[src/hdl/sha256_pkg.sv]
// Package for the SHA-256 stream hasher: constants, types and round functions.
// Used by the top level, the datapath and the controller; depends on nothing.
`default_nettype none
package sha256_pkg;

    localparam int BlockBytes = 64;
    localparam int LengthPos  = 56;
    localparam logic [7:0] PadByte = 8'h80;

    typedef enum logic [2:0] {
        ST_IDLE,
        ST_PAD,
        ST_LOAD,
        ST_ROUND,
        ST_UPDATE,
        ST_EMIT
    } state_t;

    typedef struct packed {
        logic load_word;
        logic init_vars;
        logic do_round;
        logic update_chain;
        logic reset_chain;
    } dp_cmd_t;

    localparam logic [31:0] RoundConst [64] = '{
        32'h428a2f98, 32'h71374491, 32'hb5c0fbcf, 32'he9b5dba5, 32'h3956c25b, 32'h59f111f1,
        32'h923f82a4, 32'hab1c5ed5, 32'hd807aa98, 32'h12835b01, 32'h243185be, 32'h550c7dc3,
        32'h72be5d74, 32'h80deb1fe, 32'h9bdc06a7, 32'hc19bf174, 32'he49b69c1, 32'hefbe4786,
        32'h0fc19dc6, 32'h240ca1cc, 32'h2de92c6f, 32'h4a7484aa, 32'h5cb0a9dc, 32'h76f988da,
        32'h983e5152, 32'ha831c66d, 32'hb00327c8, 32'hbf597fc7, 32'hc6e00bf3, 32'hd5a79147,
        32'h06ca6351, 32'h14292967, 32'h27b70a85, 32'h2e1b2138, 32'h4d2c6dfc, 32'h53380d13,
        32'h650a7354, 32'h766a0abb, 32'h81c2c92e, 32'h92722c85, 32'ha2bfe8a1, 32'ha81a664b,
        32'hc24b8b70, 32'hc76c51a3, 32'hd192e819, 32'hd6990624, 32'hf40e3585, 32'h106aa070,
        32'h19a4c116, 32'h1e376c08, 32'h2748774c, 32'h34b0bcb5, 32'h391c0cb3, 32'h4ed8aa4a,
        32'h5b9cca4f, 32'h682e6ff3, 32'h748f82ee, 32'h78a5636f, 32'h84c87814, 32'h8cc70208,
        32'h90befffa, 32'ha4506ceb, 32'hbef9a3f7, 32'hc67178f2
    };

    localparam logic [31:0] InitialHash [8] = '{
        32'h6a09e667, 32'hbb67ae85, 32'h3c6ef372, 32'ha54ff53a,
        32'h510e527f, 32'h9b05688c, 32'h1f83d9ab, 32'h5be0cd19
    };

    function automatic logic [31:0] rotr(input logic [31:0] x, input int n);
        return (x >> n) | (x << (32 - n));
    endfunction

endpackage
`default_nettype wire

[src/hdl/sha256_stream_hasher.sv]
// Top level of the SHA-256 stream hasher: one byte per word in, eight digest words out.
// Bytes are taken only while idle; the 64th byte of a block starts the load, round and update steps.
// A finish pads each final block, compresses one or two blocks, then shows eight digest words,
// one per accepted output word. The round loop, one round per cycle, sets the block time.
// Reset loads the initial hash value and clears the byte and bit counts.
`default_nettype none
module sha256_stream_hasher
    import sha256_pkg::*;
(
    input  wire         clk,
    input  wire         rst_n,
    input  wire         s_tvalid,
    output logic        s_tready,
    input  wire  [7:0]  s_tdata,  // data_byte
    input  wire         s_tuser,  // op
    output logic        m_tvalid,
    input  wire         m_tready,
    output logic [39:0] m_tdata,  // digest_word, word_index, zero fill
    output logic        m_tlast   // last_word
);

    dp_cmd_t     cmd;
    logic [5:0]  round_idx;
    logic [31:0] load_data;
    logic [2:0]  out_idx;
    logic [31:0] chain_word;

    sha256_ctrl u_ctrl (
        .clk       (clk),
        .rst_n     (rst_n),
        .in_valid  (s_tvalid),
        .in_ready  (s_tready),
        .in_op     (s_tuser),
        .in_byte   (s_tdata),
        .out_valid (m_tvalid),
        .out_ready (m_tready),
        .out_idx   (out_idx),
        .cmd       (cmd),
        .round_idx (round_idx),
        .load_data (load_data)
    );

    sha256_datapath u_dp (
        .clk        (clk),
        .rst_n      (rst_n),
        .cmd        (cmd),
        .round_idx  (round_idx),
        .load_data  (load_data),
        .out_idx    (out_idx),
        .chain_word (chain_word)
    );

    assign m_tdata = {5'd0, out_idx, chain_word};
    assign m_tlast = (out_idx == 3'd7);

endmodule
`default_nettype wire

[src/hdl/sha256_ram.sv]
// Generic single-port-write, single-port-read RAM with registered read data.
// Stands alone; used for the message block buffer.
`default_nettype none
module sha256_ram #(
    parameter int Width = 32,
    parameter int Depth = 16
) (
    input  wire                      clk,
    input  wire                      we,
    input  wire  [$clog2(Depth)-1:0] waddr,
    input  wire  [Width-1:0]         wdata,
    input  wire  [$clog2(Depth)-1:0] raddr,
    output logic [Width-1:0]         rdata
);

    logic [Width-1:0] mem [Depth];

    always_ff @(posedge clk)
    begin
        if (we)
        begin
            mem[waddr] <= wdata;
        end
        rdata <= mem[raddr];
    end

endmodule
`default_nettype wire

[src/hdl/sha256_datapath.sv]
// Datapath of the SHA-256 hasher: schedule window, round registers and chain value.
// Depends on sha256_pkg; driven by commands from sha256_ctrl.
`default_nettype none
module sha256_datapath
    import sha256_pkg::*;
(
    input  wire         clk,
    input  wire         rst_n,
    input  dp_cmd_t     cmd,
    input  wire  [5:0]  round_idx,
    input  wire  [31:0] load_data,
    input  wire  [2:0]  out_idx,
    output logic [31:0] chain_word
);

    logic [31:0] w_reg [16];
    logic [31:0] v_reg [8];
    logic [31:0] h_reg [8];
    logic [31:0] wt;
    logic [31:0] s0;
    logic [31:0] s1;
    logic [31:0] t1;
    logic [31:0] t2;

    always_comb
    begin
        s1 = rotr(w_reg[14], 17) ^ rotr(w_reg[14], 19) ^ (w_reg[14] >> 10);
        s0 = rotr(w_reg[1], 7) ^ rotr(w_reg[1], 18) ^ (w_reg[1] >> 3);
        wt = (round_idx < 6'd16) ? w_reg[0] : (s1 + w_reg[9] + s0 + w_reg[0]);
        t1 = v_reg[7] + (rotr(v_reg[4], 6) ^ rotr(v_reg[4], 11) ^ rotr(v_reg[4], 25))
            + ((v_reg[4] & v_reg[5]) ^ (~v_reg[4] & v_reg[6])) + RoundConst[round_idx] + wt;
        t2 = (rotr(v_reg[0], 2) ^ rotr(v_reg[0], 13) ^ rotr(v_reg[0], 22))
            + ((v_reg[0] & v_reg[1]) ^ (v_reg[0] & v_reg[2]) ^ (v_reg[1] & v_reg[2]));
    end

    // Shifts on each load and round; w_reg[0] holds the word for rounds 0 to 15.
    always_ff @(posedge clk)
    begin
        if (cmd.load_word || cmd.do_round)
        begin
            for (int i = 0; i < 15; i++)
            begin
                w_reg[i] <= w_reg[i + 1];
            end
            w_reg[15] <= cmd.load_word ? load_data : wt;
        end
        if (cmd.init_vars)
        begin
            for (int i = 0; i < 8; i++)
            begin
                v_reg[i] <= h_reg[i];
            end
        end
        else if (cmd.do_round)
        begin
            v_reg[7] <= v_reg[6];
            v_reg[6] <= v_reg[5];
            v_reg[5] <= v_reg[4];
            v_reg[4] <= v_reg[3] + t1;
            v_reg[3] <= v_reg[2];
            v_reg[2] <= v_reg[1];
            v_reg[1] <= v_reg[0];
            v_reg[0] <= t1 + t2;
        end
    end

    always_ff @(posedge clk or negedge rst_n)
    begin
        if (!rst_n)
        begin
            for (int i = 0; i < 8; i++)
            begin
                h_reg[i] <= InitialHash[i];
            end
        end
        else if (cmd.reset_chain)
        begin
            for (int i = 0; i < 8; i++)
            begin
                h_reg[i] <= InitialHash[i];
            end
        end
        else if (cmd.update_chain)
        begin
            for (int i = 0; i < 8; i++)
            begin
                h_reg[i] <= h_reg[i] + v_reg[i];
            end
        end
    end

    assign chain_word = h_reg[out_idx];

endmodule
`default_nettype wire

[src/hdl/sha256_ctrl.sv]
// Controller of the SHA-256 hasher: byte intake, padding, round sequencing, digest output.
// Depends on sha256_pkg and sha256_ram; commands sha256_datapath.
`default_nettype none
module sha256_ctrl
    import sha256_pkg::*;
(
    input  wire         clk,
    input  wire         rst_n,
    input  wire         in_valid,
    output logic        in_ready,
    input  wire         in_op,
    input  wire  [7:0]  in_byte,
    output logic        out_valid,
    input  wire         out_ready,
    output logic [2:0]  out_idx,
    output dp_cmd_t     cmd,
    output logic [5:0]  round_idx,
    output logic [31:0] load_data
);

    state_t      state_reg, state_next;
    logic [5:0]  fill_reg, fill_next;
    logic [63:0] bits_reg, bits_next;
    logic        fin_reg, fin_next;
    logic [6:0]  cnt_reg, cnt_next;
    logic [2:0]  oidx_reg, oidx_next;
    logic        we;
    logic [5:0]  waddr;
    logic [7:0]  wdata;
    logic [5:0]  raddr;
    logic [7:0]  rdata;
    logic [7:0]  len_byte;
    logic [31:0] word_reg;
    logic        accept;

    // The window load assembles each 32-bit word from the buffer's bytes, read through its registered read port.
    sha256_ram #(.Width(8), .Depth(BlockBytes)) u_buf (
        .clk   (clk),
        .we    (we),
        .waddr (waddr),
        .wdata (wdata),
        .raddr (raddr),
        .rdata (rdata)
    );

    assign accept   = in_valid && in_ready;
    assign in_ready = (state_reg == ST_IDLE);
    assign len_byte = bits_reg[63 - 8 * (fill_reg - 6'(LengthPos)) -: 8];

    always_comb
    begin
        state_next = state_reg;
        fill_next  = fill_reg;
        bits_next  = bits_reg;
        fin_next   = fin_reg;
        cnt_next   = cnt_reg;
        oidx_next  = oidx_reg;
        unique case (state_reg)
            ST_IDLE:
            begin
                if (accept)
                begin
                    fill_next = fill_reg + 6'd1;
                    cnt_next  = '0;
                    if (!in_op)
                    begin
                        bits_next = bits_reg + 64'd8;
                        if (fill_reg == 6'(BlockBytes - 1))
                        begin
                            fin_next   = 1'b0;
                            state_next = ST_LOAD;
                        end
                    end
                    else
                    begin
                        fin_next = 1'b1;
                        if (fill_reg == 6'(BlockBytes - 1))
                        begin
                            state_next = ST_LOAD;
                        end
                        else
                        begin
                            state_next = ST_PAD;
                        end
                    end
                end
            end
            ST_PAD:
            begin
                fill_next = fill_reg + 6'd1;
                if (fill_reg == 6'(BlockBytes - 1))
                begin
                    cnt_next   = '0;
                    state_next = ST_LOAD;
                end
            end
            ST_LOAD:
            begin
                cnt_next = cnt_reg + 7'd1;
                if (cnt_reg == 7'd64)
                begin
                    cnt_next   = '0;
                    state_next = ST_ROUND;
                end
            end
            ST_ROUND:
            begin
                cnt_next = cnt_reg + 7'd1;
                if (cnt_reg == 7'd63)
                begin
                    state_next = ST_UPDATE;
                end
            end
            ST_UPDATE:
            begin
                if (!fin_reg)
                begin
                    state_next = ST_IDLE;
                end
                else if (!len_in_blk_reg)
                begin
                    // The length did not fit, so a second padded block follows.
                    state_next = ST_PAD;
                end
                else
                begin
                    oidx_next  = '0;
                    state_next = ST_EMIT;
                end
            end
            ST_EMIT:
            begin
                if (out_ready)
                begin
                    oidx_next = oidx_reg + 3'd1;
                    if (oidx_reg == 3'd7)
                    begin
                        bits_next  = '0;
                        fill_next  = '0;
                        fin_next   = 1'b0;
                        state_next = ST_IDLE;
                    end
                end
            end
            default:
            begin
                state_next = ST_IDLE;
            end
        endcase
    end

    // Marks whether the padded block just finished also carries the length field.
    logic len_in_blk_reg, len_in_blk_next;

    always_comb
    begin
        len_in_blk_next = len_in_blk_reg;
        if (state_reg == ST_IDLE && accept && in_op)
        begin
            len_in_blk_next = (fill_reg < 6'(LengthPos));
        end
        else if (state_reg == ST_UPDATE && fin_reg && !len_in_blk_reg)
        begin
            len_in_blk_next = 1'b1;
        end
    end

    always_comb
    begin
        cmd        = '0;
        we         = 1'b0;
        waddr      = fill_reg;
        wdata      = in_byte;
        raddr      = cnt_reg[5:0];
        round_idx  = cnt_reg[5:0];
        out_valid  = 1'b0;
        out_idx    = oidx_reg;
        load_data  = {word_reg[23:0], rdata};
        unique case (state_reg)
            ST_IDLE:
            begin
                we    = accept;
                wdata = in_op ? PadByte : in_byte;
            end
            ST_PAD:
            begin
                we    = 1'b1;
                wdata = (len_in_blk_reg && fill_reg >= 6'(LengthPos)) ? len_byte : 8'h00;
            end
            ST_LOAD:
            begin
                cmd.load_word = (cnt_reg != 7'd0) && (cnt_reg[1:0] == 2'd0);
                cmd.init_vars = (cnt_reg == 7'd0);
            end
            ST_ROUND:
            begin
                cmd.do_round = 1'b1;
            end
            ST_UPDATE:
            begin
                cmd.update_chain = 1'b1;
            end
            ST_EMIT:
            begin
                out_valid       = 1'b1;
                cmd.reset_chain = out_ready && (oidx_reg == 3'd7);
            end
            default:
            begin
            end
        endcase
    end

    always_ff @(posedge clk)
    begin
        word_reg <= {word_reg[23:0], rdata};
    end

    always_ff @(posedge clk or negedge rst_n)
    begin
        if (!rst_n)
        begin
            state_reg      <= ST_IDLE;
            fill_reg       <= '0;
            bits_reg       <= '0;
            fin_reg        <= 1'b0;
            cnt_reg        <= '0;
            oidx_reg       <= '0;
            len_in_blk_reg <= 1'b1;
        end
        else
        begin
            state_reg      <= state_next;
            fill_reg       <= fill_next;
            bits_reg       <= bits_next;
            fin_reg        <= fin_next;
            cnt_reg        <= cnt_next;
            oidx_reg       <= oidx_next;
            len_in_blk_reg <= len_in_blk_next;
        end
    end

    a_emit_idle: assert property (@(posedge clk) disable iff (!rst_n)
        (state_reg == ST_EMIT && out_ready && oidx_reg == 3'd7) |=> (state_reg == ST_IDLE))
        else $error("digest did not end after the eighth word");
    a_no_accept_busy: assert property (@(posedge clk) disable iff (!rst_n)
        (state_reg != ST_IDLE) |-> !in_ready)
        else $error("input taken while busy");
    a_round_len: assert property (@(posedge clk) disable iff (!rst_n)
        (state_reg == ST_ROUND && cnt_reg == 7'd63) |=> (state_reg == ST_UPDATE))
        else $error("round count mismatch");

endmodule
`default_nettype wire
[config.mk]
export PLATFORM = sky130hd
export DESIGN_NAME = sha256_stream_hasher
export DESIGN_NICKNAME = d
export VERILOG_FILES = /design/src/hdl/sha256_pkg.sv /design/src/hdl/sha256_stream_hasher.sv /design/src/hdl/sha256_ram.sv /design/src/hdl/sha256_datapath.sv /design/src/hdl/sha256_ctrl.sv
export SDC_FILE = /design/constraint.sdc
export NUM_CORES = 2
export LEC_CHECK = 0
export BUFFER_PORTS_ARGS = -buffer_cell sky130_fd_sc_hd__buf_2
export CAP_MARGIN = 20
export CORE_MARGIN = 3
export CORE_UTILIZATION = 50
export DETAILED_ROUTE_END_ITERATION = 10
export GPL_ROUTABILITY_DRIVEN = 0
export HOLD_SLACK_MARGIN = 0.1
export PLACE_DENSITY = 0.65
export SLEW_MARGIN = 20
export SYNTH_ARGS = -nofsm -noshare
export SYNTH_HDL_FRONTEND = slang
export SYNTH_SLANG_ARGS = --single-unit
[constraint.sdc]
create_clock -name clk -period 24 [get_ports clk]
set_clock_uncertainty 0.15 [all_clocks]
set_input_delay 3.6 -clock clk [delete_from_list [all_inputs] [get_ports clk]]
set_output_delay 3.6 -clock clk [all_outputs]
set_load 0.02 [all_outputs]
==> results.toml <==
[outcome]
outcome = "completed"

[placement]
dp_cells = 9411
io_buffers = 50
placed_area_mm2 = 0.09331
place.detailed.hpwl_mm = 173.9

[synth]
ys_types = 107
synth_seq_area_share_pct = 52.66
synth_simple_gate_area_share_pct = 7.522
synth_area_mm2 = 0.09059
muxShareOfSynthArea_pct = 9.586
ys_ff_latch = 1650
avgSynthCellArea_um2 = 12.46
synth_edf_count = 1280
yosysWarnings = 0
synthFlopType = "edfxtp_1"
syn_inst = 7269
synth_top_family_by_area = "compound AO/OA/AOI/OAI gates"
synth-compound-area-share_pct = 11.02
synth_xor_area_share_pct = 6.109
async_flop_share_pct = 20.48
synth_fa_ha_area_share_pct = 10.04

[detailed_routing]
drtPass1Iterations = 8
drc = 0
dr.first_iter.drc_count = 7294
vias = 60060
postRouteWirelength_mm = 248.1
wire_per_inst_um = 25.48
ant_nets = 0
drt-vias-per-instance = 6.167

[worst_setup_path]
r2r-end = "u_dp.v_reg[0][31]"
worst-setup-path-type = "reg2reg"
crit_required_ns = 24.41
cp-start-kind = "flop"
cpPeakStageDelay_ns = 0.73
r2r-start = "u_ctrl.cnt_reg[0]"
crit_family = "compound AO/OA/AOI/OAI gates"
cp_max_fo = 29
timing.critical_path.buf_inv = 5
critPathArrivalTime_ns = 11.61
reg2regPathDepth = 36
cp_slowest_cell = "dfrtp_4"
end_kind = "flop"
r2r_slack_ns = 12.80

[clock_tree]
cts_buffer_depth = 3
cts_buffers = 175
cts_root_buffer = "clkbuf_16"
clk_latency_ns = 0.84
postCtsSetupBuffers = 0
cts_max_level = 4
path_clk_slew_ns = 0.06
ctsResizeCount = 0
cts_tree = "yes"
hold_buffers = 0
clock-sinks = 1650

[final_layout]
layout_common_cells = "1280 x edfxtp_1, 468 x nor2_1, 465 x o21ai_0"
fin_area_mm2 = 0.09912
multiInputGateArea_mm2 = 0.04033
nNetsFinal = 7841
area_delta_synth_final_pct = 9.407
fin_cells = 9738
final_layout_size_suffix_gt1_share_pct = 14.44
fillers = 14780
final_common_cell = "edfxtp_1"
regArea_mm2 = 0.04773

[floorplan]
core-area_mm2 = 0.1792
dieWidth_um = 431.7
die_area_mm2 = 0.1863
initial_core_util_pct = 50.56
pin_count = 56
rows = 155
die_y_um = 431.7

[timing]
hold_viol = 0
min_period_ns = 11.20
maxSlewHeadroom_pct = 20.85
fmax_mhz = 89.27
setup_violations = 0
worst_pin_slew_ns = 1.175
post-route-period-util_pct = 46.68
setup_tns_ns = 0
slew_violations = 0
grt_setup_unrepaired = "false"

[hold_path]
hold_depth = 0
whs_endpoint = "u_ctrl.word_reg[17]"
holdCritStartpoint = "u_ctrl.word_reg[9]"
hold_class = "reg2reg"

[global_routing]
grt.total_usage_pct = 26.57
overflow = 0
grt_pass1_wl_mm = 373.6
grt_max_degree = 183
antenna_found_initial = 3
grt_pass1_vias = 57710

[flow_run]
cap_violations = 0
## routing by layer
| metal | GRT usage (%) | routed length (um) |
|---|---|---|
| met3 | 4.821 | 20570 |
| met1 | 39.19 | 108700 |
| met4 | 9.641 | 9434 |
| met2 | 39.48 | 109400 |
| met5 | 0 | 13 |
## worst reg2reg max path: cells and delay by family (launching register included)
kind                     cells  cell delay [ns]
AND/OR/NAND/NOR              4             0.82
AO/OA/AOI/OAI               18             4.55
adder cells (fa/ha/maj)      7             3.33
flip-flops                   1             0.73
buffers and inverters        5             0.83
XOR/XNOR                     2             0.56
## kinds of logic (layout without fill, tap and decap cells)
kind of cell	Yosys count	after routing
flip-flops	1650	1650
AND/OR/NAND/NOR	1479	1479
adder cells (fa/ha/maj)	614	614
multiplexers	556	556
AO/OA/AOI/OAI	1622	1622
XOR/XNOR	627	627
other	1	8
buffers and inverters	720	827
## metrics by stage
stage | setup WS, ns | utilization, % | hold slack (ns)
finish | 12.80 | 55.31 | 0.1934
global route | 12.48 | 55.31 | 0.2028
CTS | 13.30 | 55.30 | 0.1951
detailed placement | 13.32 | 52.07 | 0.1924
global placement | 13.46 | 52.07 | 0.1880
floorplan | 2.163 | - | 0.1772
## layout make-up
type,instances,area share (%)
clock buffers,225,4.784
repair buffers,122,0.8963
clock inverters,99,1.053
inverters,381,1.443
well taps,2355,2.973
diodes,3,0.007574
multi-input cells,4903,40.69
flip-flops and latches,1650,48.16
## synth_stat cells (all sizes together) (224+ instances only)
library cell / n / area share (%)
edfxtp: 1280 / 42
o21ai: 509 / 2.8
xor2: 262 / 2.5
mux2: 253 / 3.1
nand2: 445 / 1.8
mux4: 224 / 5.6
nor2: 471 / 2.0
a21oi: 442 / 2.4
inv: 378 / 1.6
xnor2: 363 / 3.5
clkbuf: 268 / 1.1
ha: 400 / 5.5
## worst max path at each step
stage | startpoint | to | slack, ns | cells past startpoint
floorplan | u_ctrl.cnt_reg[1] | u_dp.v_reg[0][0] | 2.16 | 8
global placement | u_ctrl.cnt_reg[0] | u_dp.v_reg[0][31] | 13.46 | 40
detailed placement | u_ctrl.cnt_reg[0] | u_dp.v_reg[0][31] | 13.32 | 36
CTS | u_ctrl.cnt_reg[0] | u_dp.v_reg[0][31] | 13.30 | 36
global route | u_ctrl.cnt_reg[0] | u_dp.v_reg[0][31] | 12.48 | 36
finish | u_ctrl.cnt_reg[0] | u_dp.v_reg[0][31] | 12.80 | 36
Power is left out: the tool's default activity adds up to more than one toggle a clock period on the data nets, which glitch-free logic cannot reach.
